--- config.mk ---
export PLATFORM = sky130hd
export DESIGN_NAME = truncated_mean_sorted_window
export DESIGN_NICKNAME = d
export VERILOG_FILES = /design/src/tmsw_pkg.sv /design/src/tmsw_front.sv /design/src/tmsw_fifo.sv /design/src/tmsw_back.sv /design/src/truncated_mean_sorted_window.sv
export VERILOG_INCLUDE_DIRS = /design/src /design/src/src
export SDC_FILE = /design/constraint.sdc
export NUM_CORES = 2
export LEC_CHECK = 0
export BUFFER_PORTS_ARGS = -buffer_cell sky130_fd_sc_hd__buf_2
export CAP_MARGIN = 20
export CORE_UTILIZATION = 60
export DETAILED_ROUTE_END_ITERATION = 12
export PLACE_DENSITY = 0.77
export SYNTH_ARGS = -nofsm -noshare
export SYNTH_HDL_FRONTEND = slang
export SYNTH_HIERARCHICAL = 1
export SYNTH_SLANG_ARGS = --single-unit
export TNS_END_PERCENT = 50
--- constraint.sdc ---
create_clock -name clk -period 7.3 [get_ports clk]
set_input_delay 0.73 -clock clk [delete_from_list [all_inputs] [get_ports clk]]
set_output_delay 0.73 -clock clk [all_outputs]
set_load 0.02 [all_outputs]
--- src/assert_macros.svh ---
// assertion macros shared by the truncated mean block
`ifndef ASSERT_MACROS_SVH
`define ASSERT_MACROS_SVH
`ifndef SYNTH
`define ASSERT_ALWAYS(LBL, CK, RS, PROP, MSG) \
  LBL: assert property (@(posedge CK) disable iff (RS) (PROP)) else $error(MSG);
`define ASSERT_IMPLY(LBL, CK, RS, ANTE, CONS, MSG) \
  LBL: assert property (@(posedge CK) disable iff (RS) (ANTE) |-> (CONS)) else $error(MSG);
`define ASSERT_NEXT(LBL, CK, RS, ANTE, CONS, MSG) \
  LBL: assert property (@(posedge CK) disable iff (RS) (ANTE) |=> (CONS)) else $error(MSG);
`else
`define ASSERT_ALWAYS(LBL, CK, RS, PROP, MSG)
`define ASSERT_IMPLY(LBL, CK, RS, ANTE, CONS, MSG)
`define ASSERT_NEXT(LBL, CK, RS, ANTE, CONS, MSG)
`endif
`endif

--- src/tmsw_pkg.sv ---
// shared types and constants of the truncated mean block
package tmsw_pkg;

  localparam int MAX_HITS_DEFAULT = 64;
  localparam int SAMPLE_W         = 16;
  localparam int FRAC_W           = 11;
  localparam int FRAC_SHIFT       = 10;
  localparam int MEAN_W           = 24;
  localparam int MEAN_FRAC_BITS   = 8;
  localparam int FIFO_DEPTH       = 4;

  localparam logic [FRAC_W-1:0] UPPER_RESET = 11'd768;
  localparam logic [FRAC_W-1:0] LOWER_RESET = 11'd51;
  localparam logic [FRAC_W-1:0] ROUND_HALF  = 11'd512;

  localparam logic [0:0] REG_UPPER = 1'b0;
  localparam logic [0:0] REG_LOWER = 1'b1;

  typedef struct packed {
    logic [SAMPLE_W-1:0] sample;
    logic                last;
    logic                keep;
    logic                ovf;
  } queue_entry_t;

  typedef struct packed {
    logic         push;
    queue_entry_t entry;
  } fifo_push_t;

  typedef struct packed {
    logic         avail;
    queue_entry_t entry;
  } fifo_head_t;

endpackage

--- src/tmsw_front.sv ---
// front end: accepts samples, counts the set and marks dropped samples
module tmsw_front #(
  parameter int MAX_HITS = tmsw_pkg::MAX_HITS_DEFAULT
) (
  input  logic                           clk,
  input  logic                           rst,
  input  logic                           sample_valid,
  output logic                           sample_stall,
  input  logic [tmsw_pkg::SAMPLE_W-1:0]  sample,
  input  logic                           last,
  input  logic                           fifo_full,
  output tmsw_pkg::fifo_push_t           push
);
  import tmsw_pkg::*;

  localparam int CW = $clog2(MAX_HITS + 1);

  logic [CW-1:0] count;
  logic          dropped;
  logic          keep;
  logic          accept;

  assign sample_stall = fifo_full;
  assign accept       = sample_valid && !fifo_full;
  assign keep         = count < CW'(MAX_HITS);

  assign push.push         = accept;
  assign push.entry.sample = sample;
  assign push.entry.last   = last;
  assign push.entry.keep   = keep;
  assign push.entry.ovf    = dropped || !keep;

  always_ff @(posedge clk) begin
    if (rst) begin
      count   <= '0;
      dropped <= 1'b0;
    end else if (accept) begin
      if (last) begin
        count   <= '0;
        dropped <= 1'b0;
      end else if (keep) begin
        count <= count + 1'b1;
      end else begin
        dropped <= 1'b1;
      end
    end
  end

endmodule

--- src/tmsw_fifo.sv ---
// short request queue between the front end and the back end
module tmsw_fifo (
  input  logic                 clk,
  input  logic                 rst,
  input  tmsw_pkg::fifo_push_t push,
  input  logic                 pop,
  output logic                 full,
  output tmsw_pkg::fifo_head_t head
);
  import tmsw_pkg::*;

  localparam int AW = $clog2(FIFO_DEPTH);
  localparam int LW = $clog2(FIFO_DEPTH + 1);

  queue_entry_t  entries [FIFO_DEPTH];
  logic [AW-1:0] wr_ptr;
  logic [AW-1:0] rd_ptr;
  logic [LW-1:0] level;
  logic          do_push;

  assign full       = level == LW'(FIFO_DEPTH);
  assign do_push    = push.push && !full;
  assign head.avail = level != '0;
  assign head.entry = entries[rd_ptr];

  always_ff @(posedge clk) begin
    if (do_push) begin
      entries[wr_ptr] <= push.entry;
    end
  end

  always_ff @(posedge clk) begin
    if (rst) begin
      wr_ptr <= '0;
      rd_ptr <= '0;
      level  <= '0;
    end else begin
      if (do_push) begin
        wr_ptr <= (wr_ptr == AW'(FIFO_DEPTH - 1)) ? '0 : wr_ptr + 1'b1;
      end
      if (pop) begin
        rd_ptr <= (rd_ptr == AW'(FIFO_DEPTH - 1)) ? '0 : rd_ptr + 1'b1;
      end
      case ({do_push, pop})
        2'b10:   level <= level + 1'b1;
        2'b01:   level <= level - 1'b1;
        default: level <= level;
      endcase
    end
  end

`include "assert_macros.svh"

  `ASSERT_ALWAYS(a_level_cap, clk, rst, level <= LW'(FIFO_DEPTH), "queue level above depth")
  `ASSERT_IMPLY(a_pop_nonempty, clk, rst, pop, level != '0, "pop from empty queue")

endmodule

--- src/tmsw_back.sv ---
// back end: sorted insertion chain, rank window sum and serial divide
module tmsw_back #(
  parameter int MAX_HITS = tmsw_pkg::MAX_HITS_DEFAULT
) (
  input  logic                          clk,
  input  logic                          rst,
  input  logic [tmsw_pkg::FRAC_W-1:0]   upper_fraction_q10,
  input  logic [tmsw_pkg::FRAC_W-1:0]   lower_fraction_q10,
  input  tmsw_pkg::fifo_head_t          head,
  output logic                          pop,
  output logic                          result_valid,
  input  logic                          result_stall,
  output logic [tmsw_pkg::MEAN_W-1:0]   mean_q8,
  output logic                          valid_res,
  output logic                          overflow
);
  import tmsw_pkg::*;

  localparam int CW  = $clog2(MAX_HITS + 1);
  localparam int RW  = CW + 1;
  localparam int DVW = CW + 2;
  localparam int PW  = CW + FRAC_W + 1;
  localparam int SW  = SAMPLE_W + CW;
  localparam int NW  = SW + MEAN_FRAC_BITS;
  localparam int QCW = $clog2(NW + 1);

  typedef enum logic [2:0] {
    S_LOAD,
    S_MUL,
    S_SETUP,
    S_SUM,
    S_DIV,
    S_OUT
  } state_t;

  state_t state;

  logic [SAMPLE_W-1:0] cells      [MAX_HITS];
  logic [SAMPLE_W-1:0] cells_next [MAX_HITS];
  logic [SAMPLE_W-1:0] prev_cell  [MAX_HITS];
  logic [MAX_HITS-1:0] gt;
  logic [MAX_HITS-1:0] prev_gt;

  logic [CW-1:0]  count;
  logic           ovf_set;
  logic [RW-1:0]  up_rank;
  logic [RW-1:0]  lo_rank;
  logic [RW-1:0]  first_rank;
  logic [RW-1:0]  stop_rank;
  logic [RW-1:0]  rank;
  logic [DVW-1:0] divisor;
  logic [SW-1:0]  sum;
  logic [DVW-1:0] rem;
  logic [NW-1:0]  quo;
  logic [QCW-1:0] step;

  logic           insert_en;
  logic           shift_en;
  logic [PW-1:0]  prod_up;
  logic [PW-1:0]  prod_lo;
  logic signed [DVW:0] d_signed;
  logic           d_pos;
  logic [RW-1:0]  count_ext;
  logic [DVW:0]   trial;
  logic           fits;
  logic [DVW-1:0] rem_next;
  logic [NW-1:0]  quo_next;

  assign pop          = (state == S_LOAD) && head.avail;
  assign insert_en    = pop && head.entry.keep;
  assign count_ext    = RW'(count);
  assign shift_en     = (state == S_SUM) && (rank <= count_ext);
  assign result_valid = state == S_OUT;

  // rank arithmetic
  assign prod_up  = PW'(count) * PW'(upper_fraction_q10);
  assign prod_lo  = PW'(count) * PW'(lower_fraction_q10) + PW'(ROUND_HALF);
  assign d_signed = $signed({2'b00, up_rank}) - $signed({2'b00, lo_rank})
                    + $signed((DVW+1)'(1));
  assign d_pos    = !d_signed[DVW] && (d_signed != '0);

  // restoring divide, one quotient bit a cycle
  assign trial    = {rem, quo[NW-1]};
  assign fits     = trial >= {1'b0, divisor};
  assign rem_next = fits ? DVW'(trial - {1'b0, divisor}) : trial[DVW-1:0];
  assign quo_next = {quo[NW-2:0], fits};

  // insertion chain: cells above the insert point move up one place
  always_comb begin
    prev_gt[0]   = 1'b0;
    prev_cell[0] = cells[0];
    for (int i = 0; i < MAX_HITS; i++) begin
      gt[i] = (CW'(i) < count) && (cells[i] > head.entry.sample);
    end
    for (int i = 1; i < MAX_HITS; i++) begin
      prev_gt[i]   = gt[i-1];
      prev_cell[i] = cells[i-1];
    end
    for (int i = 0; i < MAX_HITS; i++) begin
      if (prev_gt[i]) begin
        cells_next[i] = prev_cell[i];
      end else if (gt[i] || (CW'(i) == count)) begin
        cells_next[i] = head.entry.sample;
      end else begin
        cells_next[i] = cells[i];
      end
    end
  end

  always_ff @(posedge clk) begin
    if (insert_en) begin
      cells <= cells_next;
    end else if (shift_en) begin
      for (int i = 0; i < MAX_HITS - 1; i++) begin
        cells[i] <= cells[i+1];
      end
    end
  end

  always_ff @(posedge clk) begin
    if (rst) begin
      state <= S_LOAD;
      count <= '0;
    end else begin
      case (state)
        S_LOAD: begin
          if (pop) begin
            if (head.entry.keep) begin
              count <= count + 1'b1;
            end
            if (head.entry.last) begin
              ovf_set <= head.entry.ovf;
              state   <= S_MUL;
            end
          end
        end
        S_MUL: begin
          up_rank <= RW'(prod_up >> FRAC_SHIFT);
          lo_rank <= RW'(prod_lo >> FRAC_SHIFT);
          state   <= S_SETUP;
        end
        S_SETUP: begin
          first_rank <= (lo_rank == '0) ? RW'(1) : lo_rank;
          stop_rank  <= (up_rank < count_ext) ? up_rank : count_ext;
          divisor    <= d_signed[DVW-1:0];
          sum        <= '0;
          rank       <= RW'(1);
          if (d_pos) begin
            state <= S_SUM;
          end else begin
            count     <= '0;
            mean_q8   <= '0;
            valid_res <= 1'b0;
            overflow  <= ovf_set;
            state     <= S_OUT;
          end
        end
        S_SUM: begin
          // the chain shifts down, so cell 0 holds the sample of this rank
          if (rank <= count_ext) begin
            if ((rank >= first_rank) && (rank <= stop_rank)) begin
              sum <= sum + SW'(cells[0]);
            end
            rank <= rank + 1'b1;
          end else begin
            count <= '0;
            rem   <= '0;
            quo   <= {sum, {MEAN_FRAC_BITS{1'b0}}};
            step  <= '0;
            state <= S_DIV;
          end
        end
        S_DIV: begin
          rem  <= rem_next;
          quo  <= quo_next;
          step <= step + 1'b1;
          if (step == QCW'(NW - 1)) begin
            mean_q8   <= quo_next[MEAN_W-1:0];
            valid_res <= 1'b1;
            overflow  <= ovf_set;
            state     <= S_OUT;
          end
        end
        S_OUT: begin
          if (!result_stall) begin
            state <= S_LOAD;
          end
        end
        default: begin
          state <= S_LOAD;
        end
      endcase
    end
  end

`include "assert_macros.svh"

  `ASSERT_ALWAYS(a_count_cap, clk, rst, count <= CW'(MAX_HITS), "sample count above capacity")
  `ASSERT_IMPLY(a_div_nonzero, clk, rst, state == S_DIV, divisor != '0, "divide by zero")
  `ASSERT_IMPLY(a_out_cleared, clk, rst, state == S_OUT, count == '0, "set not cleared at result")
  `ASSERT_NEXT(a_last_closes, clk, rst, pop && head.entry.last, state == S_MUL, "last missed")

endmodule

--- src/truncated_mean_sorted_window.sv ---
// Truncated mean of a sorted window of pulse-height samples.
// Sample channel: sample and last with sample_valid/sample_stall; a request is
// taken when sample_valid is high and sample_stall low. last closes the set.
// Result channel: mean_q8, valid_res and overflow with result_valid and
// result_stall; one result per set, held until taken.
// Configuration: cfg_write with cfg_index (0 upper, 1 lower fraction) and
// cfg_data, written while the block is idle; the block itself does not enforce this.
// The front end accepts one sample a cycle, unless the queue is full, into a
// 4-deep queue; the back end pops one a cycle while loading, if the queue holds
// an entry, into a sorted insertion chain. After the last sample the back end
// works out the ranks (S_MUL, S_SETUP), sums the chain over the stored count and
// runs the serial divider, then presents the result. While the back end works
// or the result waits, the queue fills and then sample_stall rises; the next set
// is otherwise taken at one sample a cycle.
// A set with a divisor that is not positive skips sum and divide and returns
// valid_res low. Reset empties the queue and the set and restores the
// fraction registers to 768 and 51.
module truncated_mean_sorted_window #(
  parameter int MAX_HITS = tmsw_pkg::MAX_HITS_DEFAULT
) (
  input  logic                           clk,
  input  logic                           rst,
  input  logic                           cfg_write,
  input  logic [0:0]                     cfg_index,
  input  logic [tmsw_pkg::FRAC_W-1:0]    cfg_data,
  input  logic                           sample_valid,
  output logic                           sample_stall,
  input  logic [tmsw_pkg::SAMPLE_W-1:0]  sample,
  input  logic                           last,
  output logic                           result_valid,
  input  logic                           result_stall,
  output logic [tmsw_pkg::MEAN_W-1:0]    mean_q8,
  output logic                           valid_res,
  output logic                           overflow
);
  import tmsw_pkg::*;

  logic [FRAC_W-1:0] upper_fraction_q10;
  logic [FRAC_W-1:0] lower_fraction_q10;
  fifo_push_t        push;
  fifo_head_t        head;
  logic              fifo_full;
  logic              pop;

  always_ff @(posedge clk) begin
    if (rst) begin
      upper_fraction_q10 <= UPPER_RESET;
      lower_fraction_q10 <= LOWER_RESET;
    end else if (cfg_write) begin
      case (cfg_index)
        REG_UPPER: upper_fraction_q10 <= cfg_data;
        REG_LOWER: lower_fraction_q10 <= cfg_data;
        default: begin
        end
      endcase
    end
  end

  tmsw_front #(.MAX_HITS(MAX_HITS)) u_front (
    .clk          (clk),
    .rst          (rst),
    .sample_valid (sample_valid),
    .sample_stall (sample_stall),
    .sample       (sample),
    .last         (last),
    .fifo_full    (fifo_full),
    .push         (push)
  );

  tmsw_fifo u_fifo (
    .clk  (clk),
    .rst  (rst),
    .push (push),
    .pop  (pop),
    .full (fifo_full),
    .head (head)
  );

  tmsw_back #(.MAX_HITS(MAX_HITS)) u_back (
    .clk                (clk),
    .rst                (rst),
    .upper_fraction_q10 (upper_fraction_q10),
    .lower_fraction_q10 (lower_fraction_q10),
    .head               (head),
    .pop                (pop),
    .result_valid       (result_valid),
    .result_stall       (result_stall),
    .mean_q8            (mean_q8),
    .valid_res          (valid_res),
    .overflow           (overflow)
  );

endmodule

Word-level counts from Yosys, hierarchy flattened

Memories as Yosys holds them, arrays and structs flattened. A register that Yosys moved wholly into a read port is not among the register bits.
Cells that the tools add are included.

Bits in registers: 1,215
Memory bits (writable): 76
Output and inout bits: 28
Memories: 1

Memories:

| name           | words | bits a word | read ports | clocked after Yosys merged registers in | write ports | RTL line        | text |
|---|---|---|---|---|---|---|---|
| u_fifo.entries | 4     | 19          | 1          | 1                                       | 1           | tmsw_fifo.sv:15 | `queue_entry_t entries [FIFO_DEPTH];` |

$add $sub $neg: 13
$mul: 2
Magnitude comparators: 134
Equal/unequal tests: 147
Multiplexer cells: 174
Bitwise logic cells: 2
Reduce and logical (&&, ||, !) cells: 229

Operator list:

| cell                 | number |
|---|---|
| $mux W16             | 127 |
| $mux W1008           | 2 |
| $gt A16 B16 Y1       | 64 |
| $eq A6 B7 Y1 const A | 32 |
| $lt A6 B7 Y1 const A | 32 |
| $ne A3 B2 Y1 const B | 62 |
| $reduce_and A2 Y1    | 70 |
| $eq A5 B7 Y1 const A | 16 |
| $lt A5 B7 Y1 const A | 16 |
| $logic_and A1 B1 Y1  | 71 |
| $logic_or A1 B1 Y1   | 65 |
| $pmux W31 S2         | 1 |
| $eq A4 B7 Y1 const A | 8 |
| $lt A4 B7 Y1 const A | 8 |
| $mux W7              | 7 |
| $mux W24             | 2 |
| $pmux W24 S2         | 1 |
| $mux W23             | 2 |
| $pmux W23 S2         | 1 |
| $mul A7 B11 Y18      | 2 |
| $mux W31             | 1 |
| $eq A3 B7 Y1 const A | 4 |
| $lt A3 B7 Y1 const A | 4 |
| $add A23 B16 Y23     | 1 |
| other kinds (52)     | 102 |

Longest topological paths before layout

Depth after elaboration: 6
Gate-level depth with buffers: 22

Cells and area by module

The synthesis kept the hierarchy.

By module, submodules not included:

| module                       | times used | cells an instance | area an instance (um^2) | seq. area each (um^2) |
|---|---|---|---|---|
| tmsw_back                    | 1          | 8,742             | 88,698.8                | 35,273.8 |
| tmsw_fifo                    | 1          | 148               | 3,225.6                 | 2,462.4 |
| truncated_mean_sorted_window | 1          | 87                | 915.9                   | 440.4 |
| tmsw_front                   | 1          | 67                | 566.8                   | 160.2 |

Worst setup path after synthesis

No wires, ideal clock.

Path type: flip-flop to flip-flop
Start point: register u_back.count[6]
End point: register u_back.lo_rank[7] (data pin)
Setup time: 260 ps
Data arrival time: 5,519 ps
Slack: 1,522 ps
Cell stages (with the launch flop): 21
Buffers on the path: 4
Path through: dfxtp_1 > buf_2 > buf_1 > clkbuf_1 > clkbuf_1 > and2_1 > fa_1 > fa_1 > fa_1 > inv_1 > fa_1 > inv_1 > ha_1 > a21o_1 > a21o_1 > a211o_1 > a2111oi_0 > o31ai_1 > o21a_1 > nor2_1 > xnor2_1

Longest elaborated chain between the ends: 2

RTL lines:

| element                  | RTL line         | text |
|---|---|---|
| start: declaration       | tmsw_back.sv:44  | `logic [CW-1:0] count;` |
| start signal: assignment | tmsw_back.sv:129 | `count <= count + 1'b1;` |
| $mul A7 B11 Y18          | tmsw_back.sv:77  | `assign prod_lo = PW'(count) * PW'(lower_fraction_q10) + PW'(ROUND_HALF);` |
| $add A18 B10 Y18         | tmsw_back.sv:77  |  |
| via u_back.prod_lo[17]   | tmsw_back.sv:60  | `logic [PW-1:0] prod_lo;` |
| end signal: assignment   | tmsw_back.sv:139 | `lo_rank <= RW'(prod_lo >> FRAC_SHIFT);` |
| end: declaration         | tmsw_back.sv:47  | `logic [RW-1:0] lo_rank;` |

The timed path passes the listed nets, and every way through them passes these cells.
A chain may end at the register's enable or synchronous reset.

==> key figures <==
Run status
  • Status: complete, but fails checks
  • Failing checks: design-rule violations

Global route
  • Vias in the first global route: 74600
  • GR Overflow Total: 0
  • Antenna violations before repair: 16
  • Pin count of the biggest net entering global routing: 209
  • Gr usage total: 39.5%
  • First-pass GRT wire length: 467 mm

Drt
  • First-pass DRT Iterations: 11
  • DRC violations left: 3
  • Via count: 76800
  • Via/cell ratio: 6.91
  • First DRT Iteration DRCs: 10700
  • Total detailed-routing wirelength: 316 mm
  • Antenna-violating nets left: 0
  • Routed length per placed instance: 28.5 um

Floorplan
  • CORE AREA: 154000 um^2
  • Die ar.: 157000 um^2
  • Row count: 144
  • Ports: 62
  • Die H: 397 um
  • Starting Density: 60.6%
  • Die Span X: 397 um

Timing
  • Clk_skew: 0.0361 ns
  • Slew at the pin closest to its max-slew limit: 1.28 ns
  • Final hold vios: 0
  • Max Fclk: 0.170 GHz
  • Min Clock Period, post-route: 5.87 ns
  • Max-slew headroom: 14.9%
  • Setup TNS: 0 ns
  • Hold_ws: 0.132 ns
  • Max Slew Vio Count: 0
  • Final setup vio count: 0
  • Final Cycle Share: 80.4%
  • RSZ-0062 raised after global routing: no

Setup path
  • Critical path's largest stage delay: 1.09 ns
  • Crit Path Max Fanout: 43
  • Required time of the worst setup path: 7.70 ns
  • Crit. End Element: flop
  • Most used cell, CP: buf_4
  • CP Cell Sequence: buf_4 > mux4_4 > inv_4 > buf_4 > ha_1 > a21oi_1 > o221ai_1 > o211ai_1 > or3b_1 > a41o_1 > inv_1 > a31oi_2
  • Crit-path slowest cell: mux4_4
  • WS Path Type: reg2reg
  • CP startpoint kind: flop
  • WP data arrival: 6.27 ns
  • Reg2reg path depth: 12

Final layout
  • # fillers: 12000
  • NumNets Final: 10200
  • Multi-input combinational cell area: 52000 um^2
  • Final Util: 65.6%
  • Non-Filler Instances: 11100
  • Register area: 38300 um^2
  • Layout cells sized above 1: 7.90%
  • Commonest non-fill, non-tap cell in the layout: edfxtp_1
  • Final instance area: 101000 um^2
  • Commonest non-fill, non-tap cells in the layout: 1244 x edfxtp_1, 1223 x nand2_1, 1212 x o21ai_0, 1175 x ha_1, 996 x mux2i_1
  • P&R area growth vs syn: 8.34%

Power
  • Leakage power: 0.0449 uW
  • Worst vdd ir: 0.000445 V
  • Clock share of power: 13.7%
  • Reg power frac: 33.5%
  • Internal power: 28300 uW
  • Logic pwr share: 52.7%
  • NetSw: 25900 uW
  • Pwr per Cell Area: 535 nW/um^2
  • Net Sw Frac: 47.8%

Yosys
  • Post-Syn Area per Cell: 10.3 um^2
  • Ys flop type: edfxtp_1
  • Area of the mapped netlist: 93400 um^2
  • Mapped Cells: 9044
  • EDFF count, synth: 1244
  • Synth Register Bits: 1293
  • Yosys Warn Count: 6
  • FFs w/ async S/R, synth: 0%
  • Syn Nets: 10300
  • Netlist cell types: 104
  • Seq/Total Area, Yosys: 41.0%

Place
  • # port buffers: 61
  • Placed insts: 10800
  • Final HPWL DP: 217 mm
  • Placer's final routability congestion estimate: 1.03
  • Placed inst area: 96300 um^2

Clocking
  • Post-CTS Setup Repair Bufs: 0
  • Post-cts sizing count: 0
  • TritonCTS buffer count: 149
  • TritonCTS clock tree: yes
  • Clk slew on worst S/H paths: 0.06 ns
  • CTS hold repair buffers: 0
  • Clk sink count: 1293
  • Root buf cell: clkbuf_16
  • Clk_lat worst skew: 0.81 ns
  • Htree depth: 4
  • CTS Buffer Depth: 3

Hold path
  • Worst Hold Class: in2reg
  • Hold path cells: 1

Job
  • Maxcap violations: 0
[synthesized netlist by cell type, drive strengths merged, types with 187 or more instances]
cell type  instances  area [um^2]
edfxtp          1244        37400
o21ai           1234         6180
nand2           1225         4610
ha              1175        14700
mux2i            996         9970
clkbuf           323         1210
a21oi            306         1550
inv              280         1050
nor2             271         1050
a21o             233         1750
buf              231         1370
nand4            187         1170
[sequential cells by signal (all words and copies together) (netlist names), 3 cells and up, named ones only]
| signal | flops |
|---|---|
| u_fifo/level | 3 |
| u_back/state | 3 |
| u_back/stop_rank | 8 |
| u_back/quo | 31 |
| u_back/first_rank | 8 |
| upper_fraction_q10 | 11 |
| u_back/up_rank | 8 |
| u_front/count | 7 |
| u_back/cells | 1024 |
| u_back/divisor | 9 |
| u_back/lo_rank | 8 |
| u_back/step | 5 |
| u_back/mean_q8 | 24 |
| u_back/rank | 8 |
| u_back/rem | 9 |
| u_fifo/entries | 76 |
| u_back/sum | 23 |
| lower_fraction_q10 | 11 |
| u_back/count | 7 |
[critical path, delay by kind of cell, from the launching register on]
kind                       cells  cell delay, ns
adders and majority gates      1            0.21
buffers and inverters          4            1.47
and+or+nand+nor                1            0.18
AOI/OAI and AO/OA              5            1.96
muxes                          1            1.09
DFF                            1            0.43
[worst paths after layout]
check	slack, ns	startpoint	endpoint
worst min register to register	0.46	u_back/lo_rank[1]	u_back/first_rank[1]
worst min-delay path	0.13	sample[15]	u_fifo/entries[3][18]
worst max register to register	1.43	flop	u_back/cells[555]
worst max-delay path	1.43	flop	u_back/cells[555]
[power by group through the flow]
stage / Combinational, uW / Clock, uW / Sequential, uW
floorplan: 18600 / 0 / 15900
global placement: 25900 / 0 / 18000
detailed placement: 27200 / 0 / 18000
CTS: 27400 / 7470 / 17900
global route: 31100 / 7730 / 18300
finish: 28600 / 7450 / 18200
[layer usage]
layer | part of all wire, % | wire, um | up-vias | GRT usage, %
li1 | - | - | 33500 | -
met1 | 38 | 120000 | 36800 | 52.3
met2 | 43 | 136000 | 5135 | 58.8
met3 | 13 | 39700 | 1265 | 10.1
met4 | 6.4 | 20300 | 18 | 22.5
met5 | 0.032 | 102 | - | 0
[cell type report]
cell class                 instances  share of cell area (%)
multi-input combinational       6914                    51.4
sequential                      1293                    37.9
clock buffer                     179                    3.82
tap                             2044                    2.53
timing repair buffer             298                    2.44
inverter                         283                    1.09
clock inverter                    81                   0.832
antenna                           16                  0.0396
[metrics by stage]
stage / setup slack (ns) / power, uW
6_report: 1.43 / 54200
5_1_grt: 1.22 / 57100
4_1_cts: 1.44 / 52800
3_5_place_dp: 1.50 / 45200
3_3_place_gp: 1.60 / 43900
2_1_floorplan: 1.52 / 34500
[logic make-up (layout without fill, tap and decap cells)]
kind of cell / after synthesis / in the layout / synth area share (%)
compound gates: 2206 / 2206 / 13.9
xor+xnor: 52 / 52 / 0.520
fa+ha+maj: 1266 / 1266 / 17.7
buf+inv: 837 / 841 / 3.90
flops: 1293 / 1293 / 41.0
mux: 1037 / 1037 / 11.4
other cells: 1 / 17 / 0.00401
simple gates: 2352 / 2352 / 11.6
No activity file was read; power rests on OpenSTA's default activity.
